==> config.mk <==
export PLATFORM = sky130hd
export DESIGN_NAME = destination_address_sort_key_core
export DESIGN_NICKNAME = d
export VERILOG_FILES = /design/src/hw/rtl/dask_pkg.sv /design/src/hw/rtl/dask_classify.sv /design/src/hw/rtl/dask_prefix.sv /design/src/hw/rtl/destination_address_sort_key_core.sv
export VERILOG_INCLUDE_DIRS = /design/src /design/src/hw/rtl
export SDC_FILE = /design/constraint.sdc
export NUM_CORES = 1
export LEC_CHECK = 0
export ABC_CLOCK_PERIOD_IN_PS = 15700
export BUFFER_PORTS_ARGS = -buffer_cell sky130_fd_sc_hd__buf_4
export CORE_MARGIN = 1.5
export CORE_UTILIZATION = 40
export CTS_CLUSTER_DIAMETER = 120
export DETAILED_ROUTE_END_ITERATION = 7
export PLACE_DENSITY = 0.66
export SETUP_SLACK_MARGIN = 0.05
export SLEW_MARGIN = 30
export SYNTH_ARGS = -nofsm -noshare
export SYNTH_HDL_FRONTEND = slang
export SYNTH_HIERARCHICAL = 1
export SYNTH_SLANG_ARGS = --single-unit
==> constraint.sdc <==
create_clock -name clock -period 15.7 [get_ports clock]
set_input_delay 0.785 -clock clock [delete_from_list [all_inputs] [get_ports clock]]
set_output_delay 0.785 -clock clock [all_outputs]
set_load 0.1 [all_outputs]
==> src/hw/rtl/destination_address_sort_key_core_defines.svh <==
// Assertion macros shared by the RTL of the destination address sort key core.
// Depends on nothing; files that check their logic include it by name.
`ifndef DESTINATION_ADDRESS_SORT_KEY_CORE_DEFINES_SVH
`define DESTINATION_ADDRESS_SORT_KEY_CORE_DEFINES_SVH

// Checked on every rising edge of clock, suspended while reset is high.
`define DASK_ASSERT(label, prop, msg) \
   label: assert property (@(posedge clock) disable iff (reset) (prop)) else $error(msg);

// Checked on every rising edge of clock, reset included.
`define DASK_ASSERT_ALWAYS(label, prop, msg) \
   label: assert property (@(posedge clock) (prop)) else $error(msg);

`endif

==> src/hw/rtl/dask_pkg.sv <==
// Types, constants and policy values of the destination address sort key core.
// Depends on nothing; the classify, prefix and top-level RTL files refer to it by scoped names.
`default_nettype none

package dask_pkg;

   localparam int unsigned MAX_ADDRESSES = 48;
   localparam int unsigned PREFIX_BYTES  = 16;

   // Bit positions of the fields in the sort key.
   localparam int unsigned KEY_WIDTH      = 31;
   localparam int unsigned KEY_USABLE_BIT = 30;
   localparam int unsigned KEY_SCOPE_BIT  = 29;
   localparam int unsigned KEY_LABEL_BIT  = 28;

   // Policy table: precedence and label values.
   localparam logic [7:0] PREC_LOOPBACK = 8'd50;
   localparam logic [7:0] PREC_V4MAPPED = 8'd35;
   localparam logic [7:0] PREC_6TO4     = 8'd30;
   localparam logic [7:0] PREC_TEREDO   = 8'd5;
   localparam logic [7:0] PREC_ULA      = 8'd3;
   localparam logic [7:0] PREC_DEFAULT  = 8'd40;

   localparam logic [3:0] LABEL_LOOPBACK = 4'd0;
   localparam logic [3:0] LABEL_V4MAPPED = 4'd4;
   localparam logic [3:0] LABEL_6TO4     = 4'd2;
   localparam logic [3:0] LABEL_TEREDO   = 4'd5;
   localparam logic [3:0] LABEL_ULA      = 4'd13;
   localparam logic [3:0] LABEL_DEFAULT  = 4'd1;

   localparam logic [3:0] SCOPE_LINK   = 4'd2;
   localparam logic [3:0] SCOPE_SITE   = 4'd5;
   localparam logic [3:0] SCOPE_GLOBAL = 4'd14;

   localparam logic [31:0] V4MAPPED_TAG = 32'h0000_ffff;

   typedef struct packed {
      logic [7:0] prec;
      logic [3:0] label;
      logic [3:0] scope;
   } class_type;

endpackage

`default_nettype wire

==> src/hw/rtl/dask_classify.sv <==
// Policy table lookup and scope decode for one 128-bit address.
// Depends on dask_pkg for the table values and class_type.
`default_nettype none

module dask_classify (
   input  wire logic [63:0]        addr_high,
   input  wire logic [63:0]        addr_low,
   output dask_pkg::class_type     class_info
);

   logic loopback;

   assign loopback = (addr_high == 64'd0) && (addr_low == 64'd1);

   always_comb begin
      priority if (loopback) begin
         class_info.prec  = dask_pkg::PREC_LOOPBACK;
         class_info.label = dask_pkg::LABEL_LOOPBACK;
      end else if ((addr_high == 64'd0) && (addr_low[63:32] == dask_pkg::V4MAPPED_TAG)) begin
         class_info.prec  = dask_pkg::PREC_V4MAPPED;
         class_info.label = dask_pkg::LABEL_V4MAPPED;
      end else if (addr_high[63:48] == 16'h2002) begin
         class_info.prec  = dask_pkg::PREC_6TO4;
         class_info.label = dask_pkg::LABEL_6TO4;
      end else if (addr_high[63:32] == 32'h2001_0000) begin
         class_info.prec  = dask_pkg::PREC_TEREDO;
         class_info.label = dask_pkg::LABEL_TEREDO;
      end else if (addr_high[63:57] == 7'h7e) begin
         class_info.prec  = dask_pkg::PREC_ULA;
         class_info.label = dask_pkg::LABEL_ULA;
      end else begin
         class_info.prec  = dask_pkg::PREC_DEFAULT;
         class_info.label = dask_pkg::LABEL_DEFAULT;
      end

      // Multicast carries its scope in the low nibble of the second byte.
      priority if (addr_high[63:56] == 8'hff) begin
         class_info.scope = addr_high[51:48];
      end else if (addr_high[63:54] == 10'h3fa) begin
         class_info.scope = dask_pkg::SCOPE_LINK;
      end else if (loopback) begin
         class_info.scope = dask_pkg::SCOPE_LINK;
      end else if (addr_high[63:54] == 10'h3fb) begin
         class_info.scope = dask_pkg::SCOPE_SITE;
      end else begin
         class_info.scope = dask_pkg::SCOPE_GLOBAL;
      end
   end

endmodule

`default_nettype wire

==> src/hw/rtl/dask_prefix.sv <==
// Common prefix length of two 128-bit addresses, 0 to 128.
// Depends on dask_pkg for the byte count of the search.
`default_nettype none

module dask_prefix (
   input  wire logic [63:0] a_high,
   input  wire logic [63:0] a_low,
   input  wire logic [63:0] b_high,
   input  wire logic [63:0] b_low,
   output logic      [7:0]  prefix_len
);

   logic [127:0] diff;

   function automatic logic [2:0] lead_zeros8(input logic [7:0] value);
      logic [2:0] count;
      count = 3'd0;
      for (int b = 0; b < 8; b++) begin
         if (value[b]) begin
            count = 3'(7 - b);
         end
      end
      return count;
   endfunction

   assign diff = {a_high ^ b_high, a_low ^ b_low};

   // The most significant nonzero byte wins, since it is visited last.
   always_comb begin
      prefix_len = 8'd128;
      for (int i = 0; i < dask_pkg::PREFIX_BYTES; i++) begin
         if (diff[8*i +: 8] != 8'd0) begin
            prefix_len = 8'((dask_pkg::PREFIX_BYTES - 1 - i) * 8)
                       + {5'd0, lead_zeros8(diff[8*i +: 8])};
         end
      end
   end

endmodule

`default_nettype wire

==> src/hw/rtl/destination_address_sort_key_core.sv <==
// Top level of the destination address sort key core: input register, key logic,
// result register. Depends on dask_pkg, dask_classify, dask_prefix and the defines header.
//
// Usage: drive the req_ fields and raise start; a transfer takes place at each rising
// edge where start is high and busy is low. busy is high only in the cycle after
// reset, so one candidate can be accepted in every cycle thereafter.
// The key appears on rsp_sort_key with rsp_valid high once the accepted candidate has
// passed the input register and then the result register. Throughput is one candidate
// per cycle, set by the single pass of table match, scope decode and leading-equal-bit
// count between the two registers.
// Each result is shown for exactly one cycle; the receiver cannot stall and must
// take it then. Results come out in the order the candidates were accepted.
// Reset (synchronous, active high) drops any candidate in flight and raises busy
// for one cycle.
`default_nettype none
`include "destination_address_sort_key_core_defines.svh"

module destination_address_sort_key_core (
   input  wire logic        clock,
   input  wire logic        reset,
   input  wire logic        start,
   output logic             busy,
   input  wire logic [63:0] req_dest_high,
   input  wire logic [63:0] req_dest_low,
   input  wire logic        req_dest_is_ipv4,
   input  wire logic        req_route_found,
   input  wire logic        req_source_found,
   input  wire logic [63:0] req_source_high,
   input  wire logic [63:0] req_source_low,
   input  wire logic [5:0]  req_position,
   output logic             rsp_valid,
   output logic [30:0]      rsp_sort_key
);

   logic        accept;
   logic        busy_ff;

   logic        s1_valid_ff, s1_valid_in;
   logic [63:0] dest_high_ff, dest_high_in;
   logic [63:0] dest_low_ff, dest_low_in;
   logic [63:0] src_high_ff, src_high_in;
   logic [63:0] src_low_ff, src_low_in;
   logic        route_ff, source_ff;
   logic [5:0]  position_ff;

   logic        rsp_valid_ff;
   logic [30:0] sort_key_ff, sort_key_in;

   dask_pkg::class_type dest_class;
   dask_pkg::class_type src_class;
   logic [7:0]  prefix_len;
   logic        have_source;
   logic [7:0]  order;
   logic [3:0]  inv_scope;

   assign busy   = busy_ff;
   assign accept = start && !busy_ff;

   // IPv4 addresses are mapped to ::ffff:a.b.c.d before they are registered.
   always_comb begin
      s1_valid_in = accept;
      if (req_dest_is_ipv4) begin
         dest_high_in = 64'd0;
         dest_low_in  = {dask_pkg::V4MAPPED_TAG, req_dest_low[31:0]};
         src_high_in  = 64'd0;
         src_low_in   = {dask_pkg::V4MAPPED_TAG, req_source_low[31:0]};
      end else begin
         dest_high_in = req_dest_high;
         dest_low_in  = req_dest_low;
         src_high_in  = req_source_high;
         src_low_in   = req_source_low;
      end
   end

   always_ff @(posedge clock) begin
      if (reset) begin
         busy_ff      <= 1'b1;
         s1_valid_ff  <= 1'b0;
         rsp_valid_ff <= 1'b0;
      end else begin
         busy_ff      <= 1'b0;
         s1_valid_ff  <= s1_valid_in;
         rsp_valid_ff <= s1_valid_ff;
      end
   end

   always_ff @(posedge clock) begin
      if (accept) begin
         dest_high_ff <= dest_high_in;
         dest_low_ff  <= dest_low_in;
         src_high_ff  <= src_high_in;
         src_low_ff   <= src_low_in;
         route_ff     <= req_route_found;
         source_ff    <= req_source_found;
         position_ff  <= req_position;
      end
      sort_key_ff <= sort_key_in;
   end

   dask_classify u_dest_class (
      .addr_high  (dest_high_ff),
      .addr_low   (dest_low_ff),
      .class_info (dest_class)
   );

   dask_classify u_src_class (
      .addr_high  (src_high_ff),
      .addr_low   (src_low_ff),
      .class_info (src_class)
   );

   dask_prefix u_prefix (
      .a_high     (src_high_ff),
      .a_low      (src_low_ff),
      .b_high     (dest_high_ff),
      .b_low      (dest_low_ff),
      .prefix_len (prefix_len)
   );

   assign have_source = route_ff && source_ff;
   assign inv_scope   = 4'd15 - dest_class.scope;
   assign order       = ({2'd0, position_ff} < 8'(dask_pkg::MAX_ADDRESSES))
                      ? 8'(dask_pkg::MAX_ADDRESSES) - {2'd0, position_ff} : 8'd0;

   always_comb begin
      sort_key_in = '0;
      sort_key_in[dask_pkg::KEY_USABLE_BIT] = route_ff;
      sort_key_in[dask_pkg::KEY_SCOPE_BIT]  = have_source
                                            && (src_class.scope == dest_class.scope);
      sort_key_in[dask_pkg::KEY_LABEL_BIT]  = have_source
                                            && (src_class.label == dest_class.label);
      sort_key_in[27:20] = dest_class.prec;
      sort_key_in[19:16] = inv_scope;
      sort_key_in[15:8]  = have_source ? prefix_len : 8'd0;
      sort_key_in[7:0]   = order;
   end

   assign rsp_valid    = rsp_valid_ff;
   assign rsp_sort_key = sort_key_ff;

   `DASK_ASSERT_ALWAYS(a_busy_after_reset, reset |=> busy, "busy must follow reset")
   `DASK_ASSERT(a_accept_reaches_result, accept |=> ##1 rsp_valid,
      "an accepted candidate must give a result two cycles later")
   `DASK_ASSERT(a_no_invented_result, rsp_valid |-> $past(s1_valid_ff),
      "a result must come from a registered candidate")
   `DASK_ASSERT(a_prefix_range, rsp_valid |-> (rsp_sort_key[15:8] <= 8'd128),
      "prefix length must not exceed 128")
   `DASK_ASSERT(a_unusable_clean, (rsp_valid && !rsp_sort_key[30]) |->
      (rsp_sort_key[29:28] == 2'b00 && rsp_sort_key[15:8] == 8'd0),
      "an unusable candidate must carry no match bits and no prefix length")

endmodule

`default_nettype wire
== Yosys cells after proc, flatten, opt, wreduce, memory -nomap -nowiden ==
Cells that the tools add are included.

* Equal/unequal tests: 18
* Bitwise operators: 3
* $add $sub $neg: 17
* Mux-type cells: 178
* $lt $le $gt $ge: 1
* Reduce and logical (&&, ||, !) cells: 31

{| class="wikitable"
|+ Operators by type and width
! cell !! count
|-
| $mux W3 || 144
|-
| $eq A64 B1 Y1 const B || 2
|-
| $logic_not A64 Y1 || 2
|-
| $reduce_bool A8 Y1 || 16
|-
| $xor A64 B64 Y64 || 2
|-
| $mux W8 || 15
|-
| $add A7 B3 Y8 const A || 8
|-
| $eq A32 B16 Y1 const B || 2
|-
| $eq A32 B30 Y1 const B || 2
|-
| $mux W4 || 14
|-
| $eq A10 B10 Y1 const B || 4
|-
| $eq A16 B14 Y1 const B || 2
|-
| $mux W10 || 3
|-
| $add A6 B3 Y7 const A || 4
|-
| $eq A8 B8 Y1 const B || 2
|-
| $eq A7 B7 Y1 const B || 2
|-
| $add A5 B3 Y6 const A || 2
|-
| $mux W9 || 1
|-
| $eq A4 B4 Y1 || 2
|-
| $logic_and A1 B1 Y1 || 8
|-
| $sub A6 B6 Y7 const A || 1
|-
| $lt A6 B6 Y1 const B || 1
|-
| $add A4 B3 Y5 const A || 1
|-
| $reduce_or A2 Y1 || 2
|-
| 6 further kinds || 6
|}

* Bits in registers: 298
* Input bits: 268

== Depth between registers and ports, before layout ==
* Depth after elaboration: 27
* Gate-level depth with buffers: 10
* Gate-level depth less buffers: 10

== Cells and area by module ==
The synthesis kept the hierarchy.

{| class="wikitable"
|+ By module, submodules not included
! module !! instances !! seq. area each (um2) !! area each (um2) !! cells each
|-
| destination_address_sort_key_core || 1 || 8588.2 || 10173.5 || 556
|-
| dask_prefix || 1 || 0.0 || 2717.6 || 410
|-
| dask_classify || 2 || 0.0 || 599.3 || 98
|}

== Least setup slack after synthesis ==
Ideal clock, no wire load.

* Path type: register -> register
* Start point: reg busy_ff, in the netlist busy
* End point: reg dest_high_ff[0], enable pin
* Arrival: 12.306 ns
* Setup time: 0.920 ns
* Required time: 14.780 ns
* Period minus slack after synthesis: 13.226 ns
* Path buffers: 0
* Setup slack: 2.474 ns
* Stages on the path, launching flop included: 2
* Cell sequence: dfxtp_1 nor2b_1

* Longest elaborated chain between the ends: 2

{| class="wikitable"
|+ RTL lines
! element !! RTL line !! source
|-
| from (decl) || destination_address_sort_key_core.sv:36 || <nowiki>logic busy_ff;</nowiki>
|-
| from (signal assigned) || destination_address_sort_key_core.sv:77 || <nowiki>busy_ff <= 1'b1;</nowiki>
|-
| from (signal assigned) || destination_address_sort_key_core.sv:81 || <nowiki>busy_ff <= 1'b0;</nowiki>
|-
| $logic_not A1 Y1 || destination_address_sort_key_core.sv:57 || <nowiki>assign accept = start && !busy_ff;</nowiki>
|-
| $logic_and A1 B1 Y1 || destination_address_sort_key_core.sv:57 ||
|-
| via accept || destination_address_sort_key_core.sv:35 || <nowiki>logic accept;</nowiki>
|-
| to (signal assigned) || destination_address_sort_key_core.sv:89 || <nowiki>dest_high_ff <= dest_high_in;</nowiki>
|-
| to (decl) || destination_address_sort_key_core.sv:39 || <nowiki>logic [63:0] dest_high_ff, dest_high_in;</nowiki>
|}

The timed path passes the listed nets, and every way through them passes these cells.
A chain may end at the register's enable or synchronous reset.

== Final worst setup path ==
* Start point: reg dest_low_ff[52]
* End point: reg sort_key_ff[8], in the netlist rsp_sort_key[8]

* Longest elaborated chain between the ends: 17
* Elaborated cells between the ends (all ways): 18
* Classes of those cells: add/sub (1); mux (15); bitwise (1); reduce/logical (1)

{| class="wikitable"
|+ RTL lines
! element !! RTL line !! source
|-
| from (decl) || destination_address_sort_key_core.sv:40 || <nowiki>logic [63:0] dest_low_ff, dest_low_in;</nowiki>
|-
| from (signal assigned) || destination_address_sort_key_core.sv:90 || <nowiki>dest_low_ff <= dest_low_in;</nowiki>
|-
| $xor A64 B64 Y64 * || dask_prefix.sv:26 || <nowiki>assign diff = {a_high ^ b_high, a_low ^ b_low};</nowiki>
|-
| $mux W3 (4 in series) || dask_prefix.sv:19 || <nowiki>if (value[b]) begin</nowiki>
|-
| $mux W3 || dask_prefix.sv:32 || <nowiki>if (diff[8*i +: 8] != 8'd0) begin</nowiki>
|-
| $add A7 B3 Y8 || dask_prefix.sv:34 || <nowiki>+ {5'd0, lead_zeros8(diff[8*i +: 8])};</nowiki>
|-
| $mux W8 * (9 in series) || dask_prefix.sv:32 ||
|-
| $mux W3 * || dask_prefix.sv:32 ||
|-
| via prefix_len[0] || destination_address_sort_key_core.sv:51 || <nowiki>logic [7:0] prefix_len;</nowiki>
|-
| to (signal assigned) || destination_address_sort_key_core.sv:97 || <nowiki>sort_key_ff <= sort_key_in;</nowiki>
|-
| to (decl) || destination_address_sort_key_core.sv:47 || <nowiki>logic [30:0] sort_key_ff, sort_key_in;</nowiki>
|}

The timed path passes the listed nets; every way through them passes the cells marked *. The select of a mux whose other input is x is not followed.

==> flow_metrics.py <==
metrics = {
    "run_status": {
        "run_status": "completed",
    },
    "worst_setup_path": {
        "worst_ep_required_time_ns": 16.19,
        "worstSetupEndpoint": "rsp_sort_key[8]",
        "critical_path_class": "flip-flop to flip-flop",
        "worstReg2RegStart": "dest_low_ff[52]",
        "worst-endpoint-arrival_ns": 3.40,
        "crit_path_start_kind": "flip-flop",
        "critPathMaxFanout": 5,
        "worst_setup_path_end_kind": "flip-flop",
        "regToRegSetupSlack_ns": 12.80,
        "reg2reg_depth": 10,
        "worst_setup_path_startpoint": "dest_low_ff[52]",
        "critical_path.reg2reg.endpoint": "rsp_sort_key[8]",
    },
    "timing": {
        "slew-limit-headroom_pct": 42.2,
        "max_freq_mhz": 345,
        "worst_pin_slew_ns": 0.860,
        "timing.clock.skew_ns": 0.0149,
        "holdWs_ns": 0.348,
        "setup_viol_count_final": 0,
        "finalWorstPathRequiredPeriod_ns": 2.90,
        "setup_tns_ns": 0,
        "final_critical_path_setup_slack_ns": 12.80,
        "rsz0062_at_grt": "no",
        "timing.final.crit_share_pct": 18.5,
        "timing_max_transition_violations_final": 0,
        "finalHoldViolCount": 0,
    },
    "final_layout": {
        "flow.area_growth_from_synthesis_pct": 27.2,
        "mostFrequentLayoutCell": "sky130_fd_sc_hd__buf_4",
        "post-route-util_pct": 51.7,
        "final_cell_mix": "sky130_fd_sc_hd__buf_4 (301), sky130_fd_sc_hd__edfxtp_1 (264), sky130_fd_sc_hd__nor2b_1 (182)",
        "drive_above_1_share_pct": 27.5,
        "fin_cells": 1940,
        "finish.net_count": 1729,
        "insertedDiodeCount": 0,
    },
    "job": {
        "timing.max_cap.violations": 0,
    },
    "clock_network": {
        "path_clk_slew_ns": 0.06,
        "tritoncts": "done",
        "number_of_gates_given_a_new_drive_strength_after_cts": 0,
        "cts_hold_buffers": 0,
        "clk_path_buf_depth": 3,
        "clock_latency_ns": 0.56,
        "tritoncts_buffer_count": 31,
        "htree_levels": 1,
        "cts.sinks": 297,
        "root_buffer": "sky130_fd_sc_hd__clkbuf_16",
        "cts_post_setup_buffers_inserted": 0,
    },
    "floorplan": {
        "std_cell_rows": 68,
        "area_of_the_die_um2": 36200,
        "chipWidth_um": 190,
        "initial_utilization_pct": 40.6,
        "die_h_um": 190,
        "design.core.area_um2": 34500,
        "design.portCount": 301,
    },
    "route": {
        "detailedRoute.firstIterationViolations": 612,
        "routedWlPerCell_um": 18.9,
        "drt_pass1_iterations": 5,
        "via_per_inst": 5.13,
        "wirelength_um": 36600,
        "route.vias.total": 9960,
        "route.antenna.remaining_nets": 0,
        "detail_route.drc_violations": 0,
    },
    "yosys": {
        "postSynthAreaPerCell_um2": 12.2,
        "ys_warn_count": 6,
        "postSynthCellCount": 1151,
        "mappedNetlistArea_um2": 14000,
    },
    "placement": {
        "pre_cts_ws_ns": 12.70,
        "numPlacedInstances": 1881,
        "place_hpwl_um": 28200,
        "port_buffers": 300,
        "place.gp.congestion": 0.881,
    },
    "hold_path": {
        "hold_class": "input port to flip-flop",
    },
    "power_and_ir_drop": {
        "p_leak_nw": 6.54,
        "power.density_cell_area_nw_per_um2": 104,
        "worst_ir_drop_vdd_v": 0.0000806,
    },
    "grt": {
        "grt_antenna_before_repair": 0,
        "grt_max_degree": 196,
        "globalRouteTotalUtil_pct": 19.8,
        "grt_first_pass_wirelength_um": 54700,
        "grt.overflow.total": 0,
        "first_global_vias": 9926,
    },
}
==> critical path, cell delays in order (launching register included) <==
cell and delay (ns):
sky130_fd_sc_hd__edfxtp_1 0.46, sky130_fd_sc_hd__xnor2_1 0.28, sky130_fd_sc_hd__nand4_1 0.18, sky130_fd_sc_hd__or3_1 0.45, sky130_fd_sc_hd__or2_4 0.28, sky130_fd_sc_hd__nor3_4 0.28
sky130_fd_sc_hd__nand3_1 0.14, sky130_fd_sc_hd__o21ai_1 0.25, sky130_fd_sc_hd__nand4_1 0.17, sky130_fd_sc_hd__a31oi_1 0.19, sky130_fd_sc_hd__and3_1 0.17
==> power breakdown <==
part	internal (mW)	switching [mW]	leakage, nW	total, mW
clock network	0.439	0.298	0.508	0.737
logic	0.0900	0.0945	3.25	0.185
registers	0.899	0.0274	2.79	0.927
==> state kept, by name, indices dropped and copies added (netlist names) <==
signal,count
route_ff,1
src_high_ff,64
rsp_valid,1
dest_low_ff,64
source_ff,1
position_ff,6
src_low_ff,64
dest_high_ff,64
busy,1
s1_valid_ff,1
rsp_sort_key,30
==> through the flow <==
step / instance area (µm²) / power [mW]
2_1_floorplan: 14000 / 1.05
3_3_place_gp: 16800 / 1.13
3_5_place_dp: 16800 / 1.13
4_1_cts: 17800 / 1.87
5_1_grt: 17800 / 1.92
6_report: 17800 / 1.85
==> layout make-up <==
cell class / count / area, µm²
Clock inverter: 16 / 173
Timing Repair Buffer: 304 / 2320
Tap cell: 455 / 569
Multi-Input combinational cell: 808 / 5260
Fill cell: 3105 / 16700
Clock buffer: 42 / 870
Sequential cell: 297 / 8590
Inverter: 18 / 67.6
==> routing by layer <==
layer	part of all wire [%]	track usage (%)	up-vias
met5	0	0	-
met4	1.8	4.24	0
met3	5.6	2.47	42
met2	47	33.2	346
met1	45	27.5	4761
li1	-	-	4811
==> worst min-delay path by stage <==
stage	to	slack (ns)	cells after the start	start
after global placement	rsp_valid	0.43	1	s1_valid_ff
after global routing	busy	0.33	1	reset
after floorplan	rsp_valid	0.41	1	s1_valid_ff
after detailed placement	rsp_valid	0.42	1	s1_valid_ff
after CTS	busy	0.32	1	reset
final	busy	0.35	1	reset
(Power assumes the default switching activity.)
